File: src/hdl/rwtp_pkg.sv
package rwtp_pkg;

  localparam int MAX_RESULTS   = 3;
  localparam int QUEUE_DEPTH   = 4;

  localparam logic [31:0] WORD_HEADER = 32'hffff_ffff;
  localparam logic [31:0] WORD_EOF    = 32'he000_0000;
  localparam logic [15:0] MODULE_LO   = 16'hffff;
  localparam logic [7:0]  MODULE_HI   = 8'hf1;

  localparam logic [3:0] TAG_CHANNEL = 4'h1;
  localparam logic [3:0] TAG_ADC_A   = 4'h2;
  localparam logic [3:0] TAG_ADC_B   = 4'h3;
  localparam logic [3:0] TAG_TIME_LO = 4'h4;
  localparam logic [3:0] TAG_TIME_HI = 4'h7;

  localparam logic [3:0] HDR_COUNT_MAX   = 4'd15;
  localparam logic [3:0] HDR_FRAME_HIGH  = 4'd5;
  localparam logic [3:0] HDR_FRAME_LOW   = 4'd8;

  localparam logic [15:0] COUNT_MAX = 16'hffff;
  localparam logic [27:0] SUM_MAX   = 28'hfff_ffff;

  localparam logic KIND_PULSE  = 1'b0;
  localparam logic KIND_NOTICE = 1'b1;

  typedef struct packed {
    logic        kind;
    logic [23:0] frame_number;
    logic [4:0]  module_res;
    logic [5:0]  channel;
    logic [13:0] time_tick;
    logic [11:0] peak;
    logic [15:0] sample_count;
    logic [27:0] sum;
  } result_t;

  // results caused by one word, packed to the front; n is 1..3
  typedef struct packed {
    result_t [MAX_RESULTS-1:0] res;
    logic [1:0]                n;
  } entry_t;

endpackage

File: src/hdl/rwtp_front.sv
module rwtp_front (
  input  logic             clk,
  input  logic             rst,
  input  logic             in_valid,
  output logic             in_ready,
  input  logic [31:0]      word,
  input  logic             q_full,
  output logic             push,
  output rwtp_pkg::entry_t push_entry
);
  import rwtp_pkg::*;

  typedef struct packed {
    logic [5:0]  channel;
    logic [13:0] time_tick;
    logic [15:0] count;
    logic [11:0] peak;
    logic [27:0] sum;
  } region_t;

  typedef struct packed {
    region_t region;
    logic    fire;
  } dec_t;

  function automatic dec_t decode_half(input logic [15:0] h, input region_t r);
    dec_t        d;
    logic [3:0]  tag;
    logic [11:0] v;
    logic [28:0] s;
    d.region = r;
    d.fire   = 1'b0;
    tag      = h[15:12];
    v        = h[11:0];
    s        = {1'b0, r.sum} + {17'd0, v};
    if (tag == TAG_CHANNEL) begin
      d.region.channel = h[5:0];
      d.region.count   = '0;
      d.region.peak    = '0;
      d.region.sum     = '0;
    end else if (tag inside {[TAG_TIME_LO:TAG_TIME_HI]}) begin
      d.fire             = (r.count != '0) && (r.peak != '0) && (r.sum != '0);
      d.region.time_tick = h[13:0];
      d.region.count     = '0;
      d.region.peak      = '0;
      d.region.sum       = '0;
    end else if (tag inside {TAG_ADC_A, TAG_ADC_B}) begin
      if (r.count != COUNT_MAX) d.region.count = r.count + 16'd1;
      if (v > r.peak) d.region.peak = v;
      d.region.sum = (s > {1'b0, SUM_MAX}) ? SUM_MAX : s[27:0];
    end
    return d;
  endfunction

  logic        header_active, header_active_next;
  logic [3:0]  header_count, header_count_next;
  logic [11:0] frame_high, frame_high_next;
  logic [5:0]  frame_mid, frame_mid_next;
  logic [23:0] current_frame, current_frame_next;
  logic [23:0] expected_frame, expected_frame_next;
  logic [4:0]  module_reg, module_reg_next;
  region_t     region, region_next;

  logic [15:0] lo, hi;
  dec_t        dec_lo, dec_hi;
  logic        notice;
  logic        frame_sel_hi, frame_take;
  logic [5:0]  frame_low;
  result_t     r_notice, r_lo, r_hi;
  entry_t      entry;
  logic [1:0]  k;

  assign lo       = word[15:0];
  assign hi       = word[31:16];
  assign in_ready = !q_full;

  always_comb begin
    header_active_next  = header_active;
    header_count_next   = header_count;
    frame_high_next     = frame_high;
    frame_mid_next      = frame_mid;
    current_frame_next  = current_frame;
    expected_frame_next = expected_frame;
    module_reg_next     = module_reg;
    notice              = 1'b0;
    frame_take          = 1'b0;
    frame_sel_hi        = 1'b0;
    frame_low           = lo[11:6];

    if (header_active) begin
      if (header_count < HDR_COUNT_MAX) header_count_next = header_count + 4'd1;
      if (header_count_next == HDR_FRAME_HIGH) begin
        frame_high_next = lo[11:0];
        frame_mid_next  = hi[11:6];
      end else if (header_count_next == HDR_FRAME_LOW) begin
        if (lo[15:12] == TAG_CHANNEL) begin
          frame_take = 1'b1;
        end else if (hi[15:12] == TAG_CHANNEL) begin
          frame_take   = 1'b1;
          frame_sel_hi = 1'b1;
        end
      end
    end
    if (frame_sel_hi) frame_low = hi[11:6];
    if (frame_take) begin
      current_frame_next  = {frame_high, frame_mid, frame_low};
      notice              = (current_frame_next != expected_frame);
      expected_frame_next = current_frame_next + 24'd1;
      header_active_next  = 1'b0;
      header_count_next   = '0;
    end

    if (hi[15:8] == MODULE_HI && lo == MODULE_LO) module_reg_next = hi[4:0];

    dec_lo      = decode_half(lo, region);
    dec_hi      = decode_half(hi, dec_lo.region);
    region_next = dec_hi.region;

    // header and end-of-frame words touch nothing but the header tracker
    if (word == WORD_HEADER) begin
      header_active_next  = 1'b1;
      header_count_next   = 4'd1;
      frame_high_next     = frame_high;
      frame_mid_next      = frame_mid;
      current_frame_next  = current_frame;
      expected_frame_next = expected_frame;
      module_reg_next     = module_reg;
      region_next         = region;
      notice              = 1'b0;
      dec_lo.fire         = 1'b0;
      dec_hi.fire         = 1'b0;
    end else if (word == WORD_EOF) begin
      header_active_next  = header_active;
      header_count_next   = header_count;
      frame_high_next     = frame_high;
      frame_mid_next      = frame_mid;
      current_frame_next  = current_frame;
      expected_frame_next = expected_frame;
      module_reg_next     = module_reg;
      region_next         = region;
      notice              = 1'b0;
      dec_lo.fire         = 1'b0;
      dec_hi.fire         = 1'b0;
    end
  end

  // notice carries the module number from before this word's module update
  always_comb begin
    r_notice              = '0;
    r_notice.kind         = KIND_NOTICE;
    r_notice.frame_number = current_frame_next;
    r_notice.module_res   = module_reg;

    r_lo.kind         = KIND_PULSE;
    r_lo.frame_number = current_frame_next;
    r_lo.module_res   = module_reg_next;
    r_lo.channel      = region.channel;
    r_lo.time_tick    = region.time_tick;
    r_lo.peak         = region.peak;
    r_lo.sample_count = region.count;
    r_lo.sum          = region.sum;

    r_hi.kind         = KIND_PULSE;
    r_hi.frame_number = current_frame_next;
    r_hi.module_res   = module_reg_next;
    r_hi.channel      = dec_lo.region.channel;
    r_hi.time_tick    = dec_lo.region.time_tick;
    r_hi.peak         = dec_lo.region.peak;
    r_hi.sample_count = dec_lo.region.count;
    r_hi.sum          = dec_lo.region.sum;

    entry = '0;
    k     = '0;
    if (notice) begin
      entry.res[k] = r_notice;
      k            = k + 2'd1;
    end
    if (dec_lo.fire) begin
      entry.res[k] = r_lo;
      k            = k + 2'd1;
    end
    if (dec_hi.fire) begin
      entry.res[k] = r_hi;
      k            = k + 2'd1;
    end
    entry.n = k;
  end

  assign push       = in_valid && in_ready && (entry.n != '0);
  assign push_entry = entry;

  always_ff @(posedge clk) begin
    if (rst) begin
      header_active  <= 1'b0;
      header_count   <= '0;
      frame_high     <= '0;
      frame_mid      <= '0;
      current_frame  <= '0;
      expected_frame <= '0;
      module_reg     <= '0;
      region         <= '0;
    end else if (in_valid && in_ready) begin
      header_active  <= header_active_next;
      header_count   <= header_count_next;
      frame_high     <= frame_high_next;
      frame_mid      <= frame_mid_next;
      current_frame  <= current_frame_next;
      expected_frame <= expected_frame_next;
      module_reg     <= module_reg_next;
      region         <= region_next;
    end
  end

endmodule

File: src/hdl/rwtp_queue.sv
module rwtp_queue #(
  parameter int DEPTH = rwtp_pkg::QUEUE_DEPTH
) (
  input  logic             clk,
  input  logic             rst,
  input  logic             push,
  input  rwtp_pkg::entry_t push_entry,
  input  logic             pop,
  output logic             full,
  output logic             head_valid,
  output rwtp_pkg::entry_t head
);
  import rwtp_pkg::*;

  localparam int PW = (DEPTH > 1) ? $clog2(DEPTH) : 1;
  localparam int CW = $clog2(DEPTH + 1);
  localparam logic [PW-1:0] LAST_PTR = PW'(DEPTH - 1);
  localparam logic [CW-1:0] DEPTH_C  = CW'(DEPTH);

  entry_t          mem [DEPTH];
  logic [PW-1:0]   wr_ptr, rd_ptr;
  logic [CW-1:0]   count;

  assign full       = (count == DEPTH_C);
  assign head_valid = (count != '0);
  assign head       = mem[rd_ptr];

  always_ff @(posedge clk) begin
    if (push) mem[wr_ptr] <= push_entry;
  end

  always_ff @(posedge clk) begin
    if (rst) begin
      wr_ptr <= '0;
      rd_ptr <= '0;
      count  <= '0;
    end else begin
      if (push) wr_ptr <= (wr_ptr == LAST_PTR) ? '0 : wr_ptr + PW'(1);
      if (pop)  rd_ptr <= (rd_ptr == LAST_PTR) ? '0 : rd_ptr + PW'(1);
      if (push && !pop)      count <= count + CW'(1);
      else if (pop && !push) count <= count - CW'(1);
    end
  end

  a_count_bound: assert property (@(posedge clk) disable iff (rst) count <= DEPTH_C)
    else $error("queue count beyond depth");
  a_no_pop_empty: assert property (@(posedge clk) disable iff (rst) pop |-> count != '0)
    else $error("pop from empty queue");
  a_push_grows: assert property (@(posedge clk) disable iff (rst)
    push && !pop |=> count == $past(count) + CW'(1))
    else $error("push lost");

endmodule

File: src/hdl/rwtp_back.sv
module rwtp_back (
  input  logic              clk,
  input  logic              rst,
  input  logic              head_valid,
  input  rwtp_pkg::entry_t  head,
  output logic              pop,
  output logic              out_valid,
  input  logic              out_ready,
  output rwtp_pkg::result_t out_res,
  output logic              out_last
);
  import rwtp_pkg::*;

  logic [1:0] idx;
  logic       load, is_last;

  assign load    = head_valid && (!out_valid || out_ready);
  assign is_last = (idx == head.n - 2'd1);
  assign pop     = load && is_last;

  always_ff @(posedge clk) begin
    if (load) begin
      out_res  <= head.res[idx];
      out_last <= is_last;
    end
  end

  always_ff @(posedge clk) begin
    if (rst) begin
      out_valid <= 1'b0;
      idx       <= '0;
    end else begin
      if (load) begin
        out_valid <= 1'b1;
        idx       <= is_last ? 2'd0 : idx + 2'd1;
      end else if (out_ready) begin
        out_valid <= 1'b0;
      end
    end
  end

  a_idx_in_entry: assert property (@(posedge clk) disable iff (rst)
    head_valid |-> idx < head.n)
    else $error("slot index past entry");
  a_idx_zero_idle: assert property (@(posedge clk) disable iff (rst)
    !head_valid |-> idx == 2'd0)
    else $error("slot index left open");

endmodule

File: src/hdl/readout_word_trigger_primitive_finder_core.sv
// The first result of a word is registered in the entry queue and then in the output register.
// The front takes one word per cycle while each word yields at most one result and the queue
//   is not full; a word with k results (k up to 3) holds the output side for k transfers.
// The entry queue (QUEUE_DEPTH words) absorbs bursts; input stalls when it fills.
// Reset (rst, synchronous, active high): all tracking state to zero, queue
//   empty, no result valid.
module readout_word_trigger_primitive_finder_core #(
  parameter int QUEUE_DEPTH = rwtp_pkg::QUEUE_DEPTH
) (
  input  logic        clk,
  input  logic        rst,
  input  logic        in_valid,
  output logic        in_ready,
  input  logic [31:0] word,
  output logic        out_valid,
  input  logic        out_ready,
  output logic        kind,
  output logic [23:0] frame_number,
  output logic [4:0]  module_res,
  output logic [5:0]  channel,
  output logic [13:0] time_tick,
  output logic [11:0] peak,
  output logic [15:0] sample_count,
  output logic [27:0] sum,
  output logic        last
);
  import rwtp_pkg::*;

  // front: header/frame tracking, module word, half-word decode; one word per cycle
  // while the queue is not full, all results of a word bundled into one queue entry
  logic    q_full, push, pop, head_valid;
  entry_t  push_entry, head;
  result_t res;

  rwtp_front u_front (
    .clk        (clk),
    .rst        (rst),
    .in_valid   (in_valid),
    .in_ready   (in_ready),
    .word       (word),
    .q_full     (q_full),
    .push       (push),
    .push_entry (push_entry)
  );

  // words that cause no result never enter the queue
  rwtp_queue #(
    .DEPTH (QUEUE_DEPTH)
  ) u_queue (
    .clk        (clk),
    .rst        (rst),
    .push       (push),
    .push_entry (push_entry),
    .pop        (pop),
    .full       (q_full),
    .head_valid (head_valid),
    .head       (head)
  );

  // back: walks the entry's results into the output register, one a transfer
  rwtp_back u_back (
    .clk        (clk),
    .rst        (rst),
    .head_valid (head_valid),
    .head       (head),
    .pop        (pop),
    .out_valid  (out_valid),
    .out_ready  (out_ready),
    .out_res    (res),
    .out_last   (last)
  );

  assign kind         = res.kind;
  assign frame_number = res.frame_number;
  assign module_res   = res.module_res;
  assign channel      = res.channel;
  assign time_tick    = res.time_tick;
  assign peak         = res.peak;
  assign sample_count = res.sample_count;
  assign sum          = res.sum;

endmodule
File: config.mk
export PLATFORM = sky130hd
export DESIGN_NAME = readout_word_trigger_primitive_finder_core
export DESIGN_NICKNAME = d
export VERILOG_FILES = /design/src/hdl/rwtp_pkg.sv /design/src/hdl/rwtp_front.sv /design/src/hdl/rwtp_queue.sv /design/src/hdl/rwtp_back.sv /design/src/hdl/readout_word_trigger_primitive_finder_core.sv
export SDC_FILE = /design/constraint.sdc
export NUM_CORES = 2
export LEC_CHECK = 0
export BUFFER_PORTS_ARGS = -buffer_cell sky130_fd_sc_hd__buf_2
export CAP_MARGIN = 40
export CELL_PAD_IN_SITES_DETAIL_PLACEMENT = 0
export CELL_PAD_IN_SITES_GLOBAL_PLACEMENT = 1
export CORE_MARGIN = 4
export CORE_UTILIZATION = 45
export CTS_CLUSTER_DIAMETER = 150
export DETAILED_ROUTE_END_ITERATION = 10
export HOLD_SLACK_MARGIN = 0.12
export PLACE_DENSITY = 0.76
export SLEW_MARGIN = 20
export SYNTH_ARGS = -nofsm -noshare
export SYNTH_HDL_FRONTEND = slang
export SYNTH_HIERARCHICAL = 1
export SYNTH_SLANG_ARGS = --single-unit
File: constraint.sdc
create_clock -name clk -period 35.6 [get_ports clk]
set_clock_uncertainty 0.1 [all_clocks]
set_input_delay 8.9 -clock clk [delete_from_list [all_inputs] [get_ports clk]]
set_output_delay 8.9 -clock clk [all_outputs]
set_load 0.05 [all_outputs]
# Word level (Yosys, flattened, before mapping)
# Memory sizes are Yosys's and may differ from the RTL's. A register that Yosys moved wholly into a read port is not among the register bits.
# Cells that the tools add are included.
[word_totals]
regBits = 269
latch_bits = 0
ramBits = 1280
mem_bits_ro = 0
input_bits = 36
output_inout_bits = 109
wordCells = 195
mem_count = 1
[classes]
n_addsub = 14
n_mul = 0
n_div = 0
magnitude_cmp = 14
eq_ne = 20
shifts = 0
mux = 79
bitwise = 2
reduce_logical = 39
[mem_list]
columns = ["memory", "depth", "word_bits", "rd", "rd_ports_with_merged_regs", "wr", "line", "source"]
rows = [
  ["u_queue.mem", 4, 320, 1, 1, 1, "rwtp_queue.sv:20", "entry_t mem [DEPTH];"],
]
[op_table]
columns = ["operator", "count"]
rows = [
  ["$bwmux W318", 2],
  ["$mux W318", 2],
  ["$demux W106 S2", 2],
  ["$mux W106", 4],
  ["$mux W56", 6],
  ["$bmux W106 S2", 1],
  ["$mux W24", 3],
  ["$eq A32 B32 Y1 const B", 2],
  ["$add A28 B12 Y29", 2],
  ["$gt A29 B28 Y1 const B", 2],
  ["$mux W14", 4],
  ["$mux W28", 2],
  ["$reduce_bool A28 Y1", 2],
  ["$add A16 B1 Y16 const B", 2],
  ["$mux W16", 2],
  ["$ne A16 B16 Y1 const B", 2],
  ["$reduce_bool A16 Y1", 2],
  ["$mux W1", 28],
  ["$add A24 B1 Y24 const B", 1],
  ["$gt A12 B12 Y1", 2],
  ["$mux W12", 2],
  ["$mux W4", 6],
  ["$ne A24 B24 Y1", 1],
  ["$reduce_bool A12 Y1", 2],
  ["other kinds (36)", 84],
]

# Longest topological paths before layout
[depth]
depth_word = 23
depth_mapped = 23
ltp_nobuf = 21

# Cells and area by module
# The synthesis kept the hierarchy.
[by_module_without_submodules]
columns = ["module", "instances", "cells_each", "area_per_inst_um2", "seq_area_each_um2"]
rows = [
  ["rwtp_queue", 1, 1716, 46946.3, 38617.0],
  ["rwtp_front", 1, 2199, 14687.8, 3042.9],
  ["rwtp_back", 1, 486, 5632.9, 3273.1],
]

# Least setup slack after synthesis
# Ideal clock, no wire load.
[synth_timing]
kind = "input port to flip-flop"
startpoint = "in word[1]"
endpoint = "mem u_queue/mem[0][0] in the netlist's numbering, enable pin"
setup_ns = 0.721
arrival_ns = 19.493
required_time_ns = 34.779
path_slack_ns = 15.286
cell_stages = 15
n_path_buf = 2
cell_sequence = "clkbuf_1 inv_1 fa_1 and2b_1 o2111ai_1 a21o_1 a21oi_2 o221ai_1 o2111ai_1 nor4b_2 a31oi_4 buf_2 o31ai_1 a31oi_1 and2_1"
[synth_between]
elab_chain_cells = 17
elab_cells_between_ends = 31
cone_classes = "add/sub: 3; order compare: 2; eq/ne: 2; mux: 18; reduce/logical: 6"
[synth_lines]
columns = ["item", "line", "source"]
rows = [
  ["from (decl)", "readout_word_trigger_primitive_finder_core.sv:14", "input logic [31:0] word,"],
  ["$add A28 B12 Y29 or $gt A12 B12 Y1 (tied branches)", "rwtp_front.sv:35, rwtp_front.sv:49", ""],
  ["$gt A29 B28 Y1 or $mux W12 (tied branches)", "rwtp_front.sv:50, rwtp_front.sv:49", ""],
  ["$mux W28 or $mux W56 (tied branches)", "rwtp_front.sv:50, rwtp_front.sv:47", ""],
  ["$mux W56 (on tied branches)", "rwtp_front.sv:47, rwtp_front.sv:41", ""],
  ["$mux W56 (on tied branches)", "rwtp_front.sv:41, rwtp_front.sv:36", ""],
  ["$mux W56 or $reduce_bool A12 Y1 (tied branches)", "rwtp_front.sv:36, rwtp_front.sv:42", ""],
  ["$reduce_bool A28 Y1 or $logic_and A1 B1 Y1 (tied branches)", "rwtp_front.sv:42", "d.fire = (r.count != '0) && (r.peak != '0) && (r.sum != '0);"],
  ["$logic_and A1 B1 Y1", "rwtp_front.sv:42", ""],
  ["(+2 left out)", "-", ""],
  ["$mux W1", "rwtp_front.sv:132", "end else if (word == WORD_EOF) begin"],
  ["$mux W1", "rwtp_front.sv:120", "if (word == WORD_HEADER) begin"],
  ["$mux W2 *", "rwtp_front.sv:182", "if (dec_hi.fire) begin"],
  ["$reduce_bool A2 Y1 *", "rwtp_front.sv:189", "assign push = in_valid && in_ready && (entry.n != '0);"],
  ["$logic_and A1 B1 Y1 *", "rwtp_front.sv:189", ""],
  ["via push", "readout_word_trigger_primitive_finder_core.sv:31", "logic q_full, push, pop, head_valid;"],
  ["$mux W1 *", "rwtp_queue.sv:29", "if (push) mem[wr_ptr] <= push_entry;"],
  ["$mux W1 (not written as such) *", "rwtp_queue.sv:29", ""],
  ["to (decl)", "rwtp_queue.sv:20", ""],
]
# The timed path passes the listed nets; every way through them passes the cells marked *.

# Worst setup path in the final report
[layout_timing]
startpoint = "in word[0]"
endpoint = "mem u_queue/mem[0][244] in the netlist's numbering, enable pin"
# The elaborated chain is that of the path after synthesis.

==> impl_metrics.tcl <==
set metrics [dict create \
    drc 0 \
    avgViaCountPerCell 5.98 \
    final_layout_size_suffix_gt1_share_pct 18.6 \
    finalCritPeriodShare_pct 44.7 \
    end_kind "register" \
    hold_class "reg2reg" \
    initial_core_util_pct 45.4 \
    cts_tree "yes" \
    postCtsResizedCells 0 \
    pin_count 145 \
    worstPathRequired_ns 35.97 \
    setup_viol 0 \
    cts.hold.buffers_added 0 \
    io_buffers 144 \
    cts.sinks 1551 \
    cts_buffer_depth 3 \
    slew_headroom_pct 25.1 \
    syn2layout_area_growth_pct 12.0 \
    path_max_fanout 52 \
    path_class "in2reg" \
    antenna_found_initial 20 \
    path_clk_slew_ns 0.06 \
    die_y_um 395 \
    finalWirelength_um 172000 \
    status "completed" \
    rows 141 \
    r2r_end "u_queue/mem[0][244]" \
    yosysSeqAreaShare_pct 66.8 \
    htree_levels 4 \
    die_area_mm2 0.156 \
    grt_start_max_net_pins 153 \
    grt_pass1_vias 39600 \
    synth-edff-count 1387 \
    fmax_mhz 62.8 \
    yosys_warnings 6 \
    ant_nets 0 \
    avgSynthCellArea_um2 15.3 \
    grtUsageTotal_pct 21.8 \
    ys_ff_latch 1551 \
    multi_input_comb_area_mm2 0.0203 \
    r2r_cells 19 \
    maxCapViolCount 0 \
    fin_crit_ns 15.91 \
    root_buffer "clkbuf_16" \
    grt-ovfl-total 0 \
    syn_inst 4401 \
    grt_setup_unrepaired "false" \
    cp.arrival_ns 16.28 \
    reg2reg_setup_slack_ns 27.58 \
    largest_reg_flops 1280 \
    ys.flop_type "edfxtp_1" \
    seqCellArea_mm2 0.0449 \
    finalWeightedCongestion 0.890 \
    finalSetupTns_ns 0 \
    min_from "u_front/current_frame[16]" \
    worstMarginPinSlew_ns 1.12 \
    r2r_start "u_front/r_lo[0]" \
    fill_cells 12300 \
    min_to "u_front/current_frame[16]" \
    wl_per_cell_um 26.1 \
    nets 4619 \
    drtIter0Drc 4139 \
    die_width_um 395 \
    drv_slew 0 \
    core-area_mm2 0.148 \
    cts_buffers 160 \
    dp.final_hpwl_um 107000 \
    power_density_mw_per_mm2 49.6 \
    synthArstFlopShare_pct 0 \
    post_cts_buffers 0 \
    cp-start-kind "primary input" \
    synth_area_mm2 0.0673 \
    power.leakage_nw 21.1 \
    min_path_cells 2 \
    max_flop_register "u_queue/mem" \
    grt_pass1_wl_um 258000 \
    hold_viol 0 \
    netlist-cell-type-count 93 \
    ir_drop_mv 0.0407 \
    drtPass1Iterations 6 \
    whs_ns 0.352 \
    insertion_delay_ns 0.82 \
    vias 39400 \
]
## cell type report
class | instances | share of cell area (%)
tap | 1930 | 3.21
clock buffer | 208 | 5.68
sequential | 1551 | 59.7
antenna | 11 | 0.0365
timing repair buffer | 248 | 2.77
inverter | 87 | 0.433
multi-input combinational | 2467 | 26.9
clock inverter | 86 | 1.33
## logic make-up after synthesis
| family | after synthesis | share of synthesized area, % |
|---|---|---|
| flip-flops | 1551 | 66.8 |
| AND/OR/NAND/NOR | 1104 | 7.62 |
| AO/OA/AOI/OAI | 709 | 6.49 |
| multiplexers | 506 | 13.5 |
| buffers and inverters | 384 | 3.28 |
| XOR/XNOR | 78 | 1.02 |
| adder cells (fa/ha/maj) | 68 | 1.30 |
| other | 1 | 0.00557 |
## synthesized netlist by cell type, types with 33 or more instances
library cell | count | share of area (%)
nor2b_1 | 54 | 0.50
mux2i_1 | 184 | 2.7
nor2_1 | 301 | 1.7
a21oi_1 | 147 | 1.1
nand2_1 | 436 | 2.4
xnor2_1 | 53 | 0.69
a211oi_1 | 45 | 0.50
nand4_1 | 49 | 0.46
dfxtp_1 | 164 | 4.9
ha_1 | 65 | 1.2
buf_2 | 80 | 0.60
clkbuf_1 | 147 | 0.82
edfxtp_1 | 1387 | 62
o21ai_0 | 273 | 2.0
inv_1 | 87 | 0.49
nand3_1 | 53 | 0.39
mux4_2 | 320 | 11
buf_12 | 33 | 0.98
## worst max-delay path, cell delays in order
cell and delay (ns):
buf_2 0.31, ha_1 0.27, inv_1 0.07, fa_1 0.39, and2b_1 0.26, o2111ai_1 0.30, a21o_1 0.37, a21oi_2 0.27
o221ai_1 0.39, o211ai_1 0.29, nor4b_2 0.11, a31oi_4 0.70, o31ai_1 0.13, a31oi_1 0.17, clkbuf_4 0.23, and2_4 0.68
buf_4 0.71, buf_4 0.73, buf_4 0.50, buf_16 0.29
## routing by layer
metal / routed length [µm] / up-vias / share of wire, % / GRT usage, %
met4: 3800 / 10 / 2.2 / 5.91
met2: 80600 / 1621 / 47 / 34.0
met1: 73800 / 20200 / 43 / 31.5
met3: 13600 / 263 / 7.9 / 4.38
met5: 69 / - / 0.040 / 0
li1: - / 17300 / - / -
## placed cells by master (no fill, tap or decap), types with 15 or more instances in the layout
cell type  count
edfxtp_1    1387
nand2_1      433
mux4_2       320
nor2_1       297
o21ai_0      273
mux2i_1      184
clkbuf_16    162
dfxtp_1      160
buf_2        147
a21oi_1      145
inv_1         87
ha_1          65
buf_4         62
xnor2_1       53
nor2b_1       53
nand3_1       53
nand4_1       49
a211oi_1      45
clkbuf_1      41
nor4_1        31
a21o_1        26
and3_1        25
nor3_1        25
xor2_1        25
clkinv_1      24
clkinv_2      23
or3_1         23
buf_16        22
or2_2         20
a22oi_1       20
a31oi_1       19
o21ai_1       17
o22ai_1       17
nand2b_1      16
a22o_1        16
bufinv_16     15
## per-stage QoR
| stage | total power, W | cell area, µm² | std cells | utilization, % | worst slack, ns |
|---|---|---|---|---|---|
| 2_1_floorplan | 0.00206 | 67300 | 4402 | - | 15.29 |
| 3_3_place_gp | 0.00210 | 69200 | 6243 | 46.7 | 18.36 |
| 3_5_place_dp | 0.00210 | 69900 | 6276 | 47.2 | 18.51 |
| 4_1_cts | 0.00377 | 75200 | 6570 | 50.7 | 19.34 |
| 5_1_grt | 0.00386 | 75300 | 6579 | 50.8 | 19.26 |
| 6_report | 0.00374 | 75300 | 6588 | 50.8 | 19.69 |
## power by group
part	switching [W]	total, W	internal [W]
clock	0.000703	0.00167	0.000966
sequential	0.00000646	0.00197	0.00196
combinational	0.0000688	0.0000985	0.0000297
## worst max-delay path by stage
stage                        from  slack [ns]                   to
after global placement    word[0]       18.36  u_queue/mem[0][244]
after floorplan           word[1]       15.29    u_queue/mem[0][0]
after global routing      word[0]       19.26   u_queue/mem[0][32]
final                     word[0]       19.69  u_queue/mem[0][244]
after detailed placement  word[0]       18.51  u_queue/mem[0][244]
after CTS                 word[0]       19.34  u_queue/mem[0][132]
Note: power is estimated with default switching activity, not from simulation.
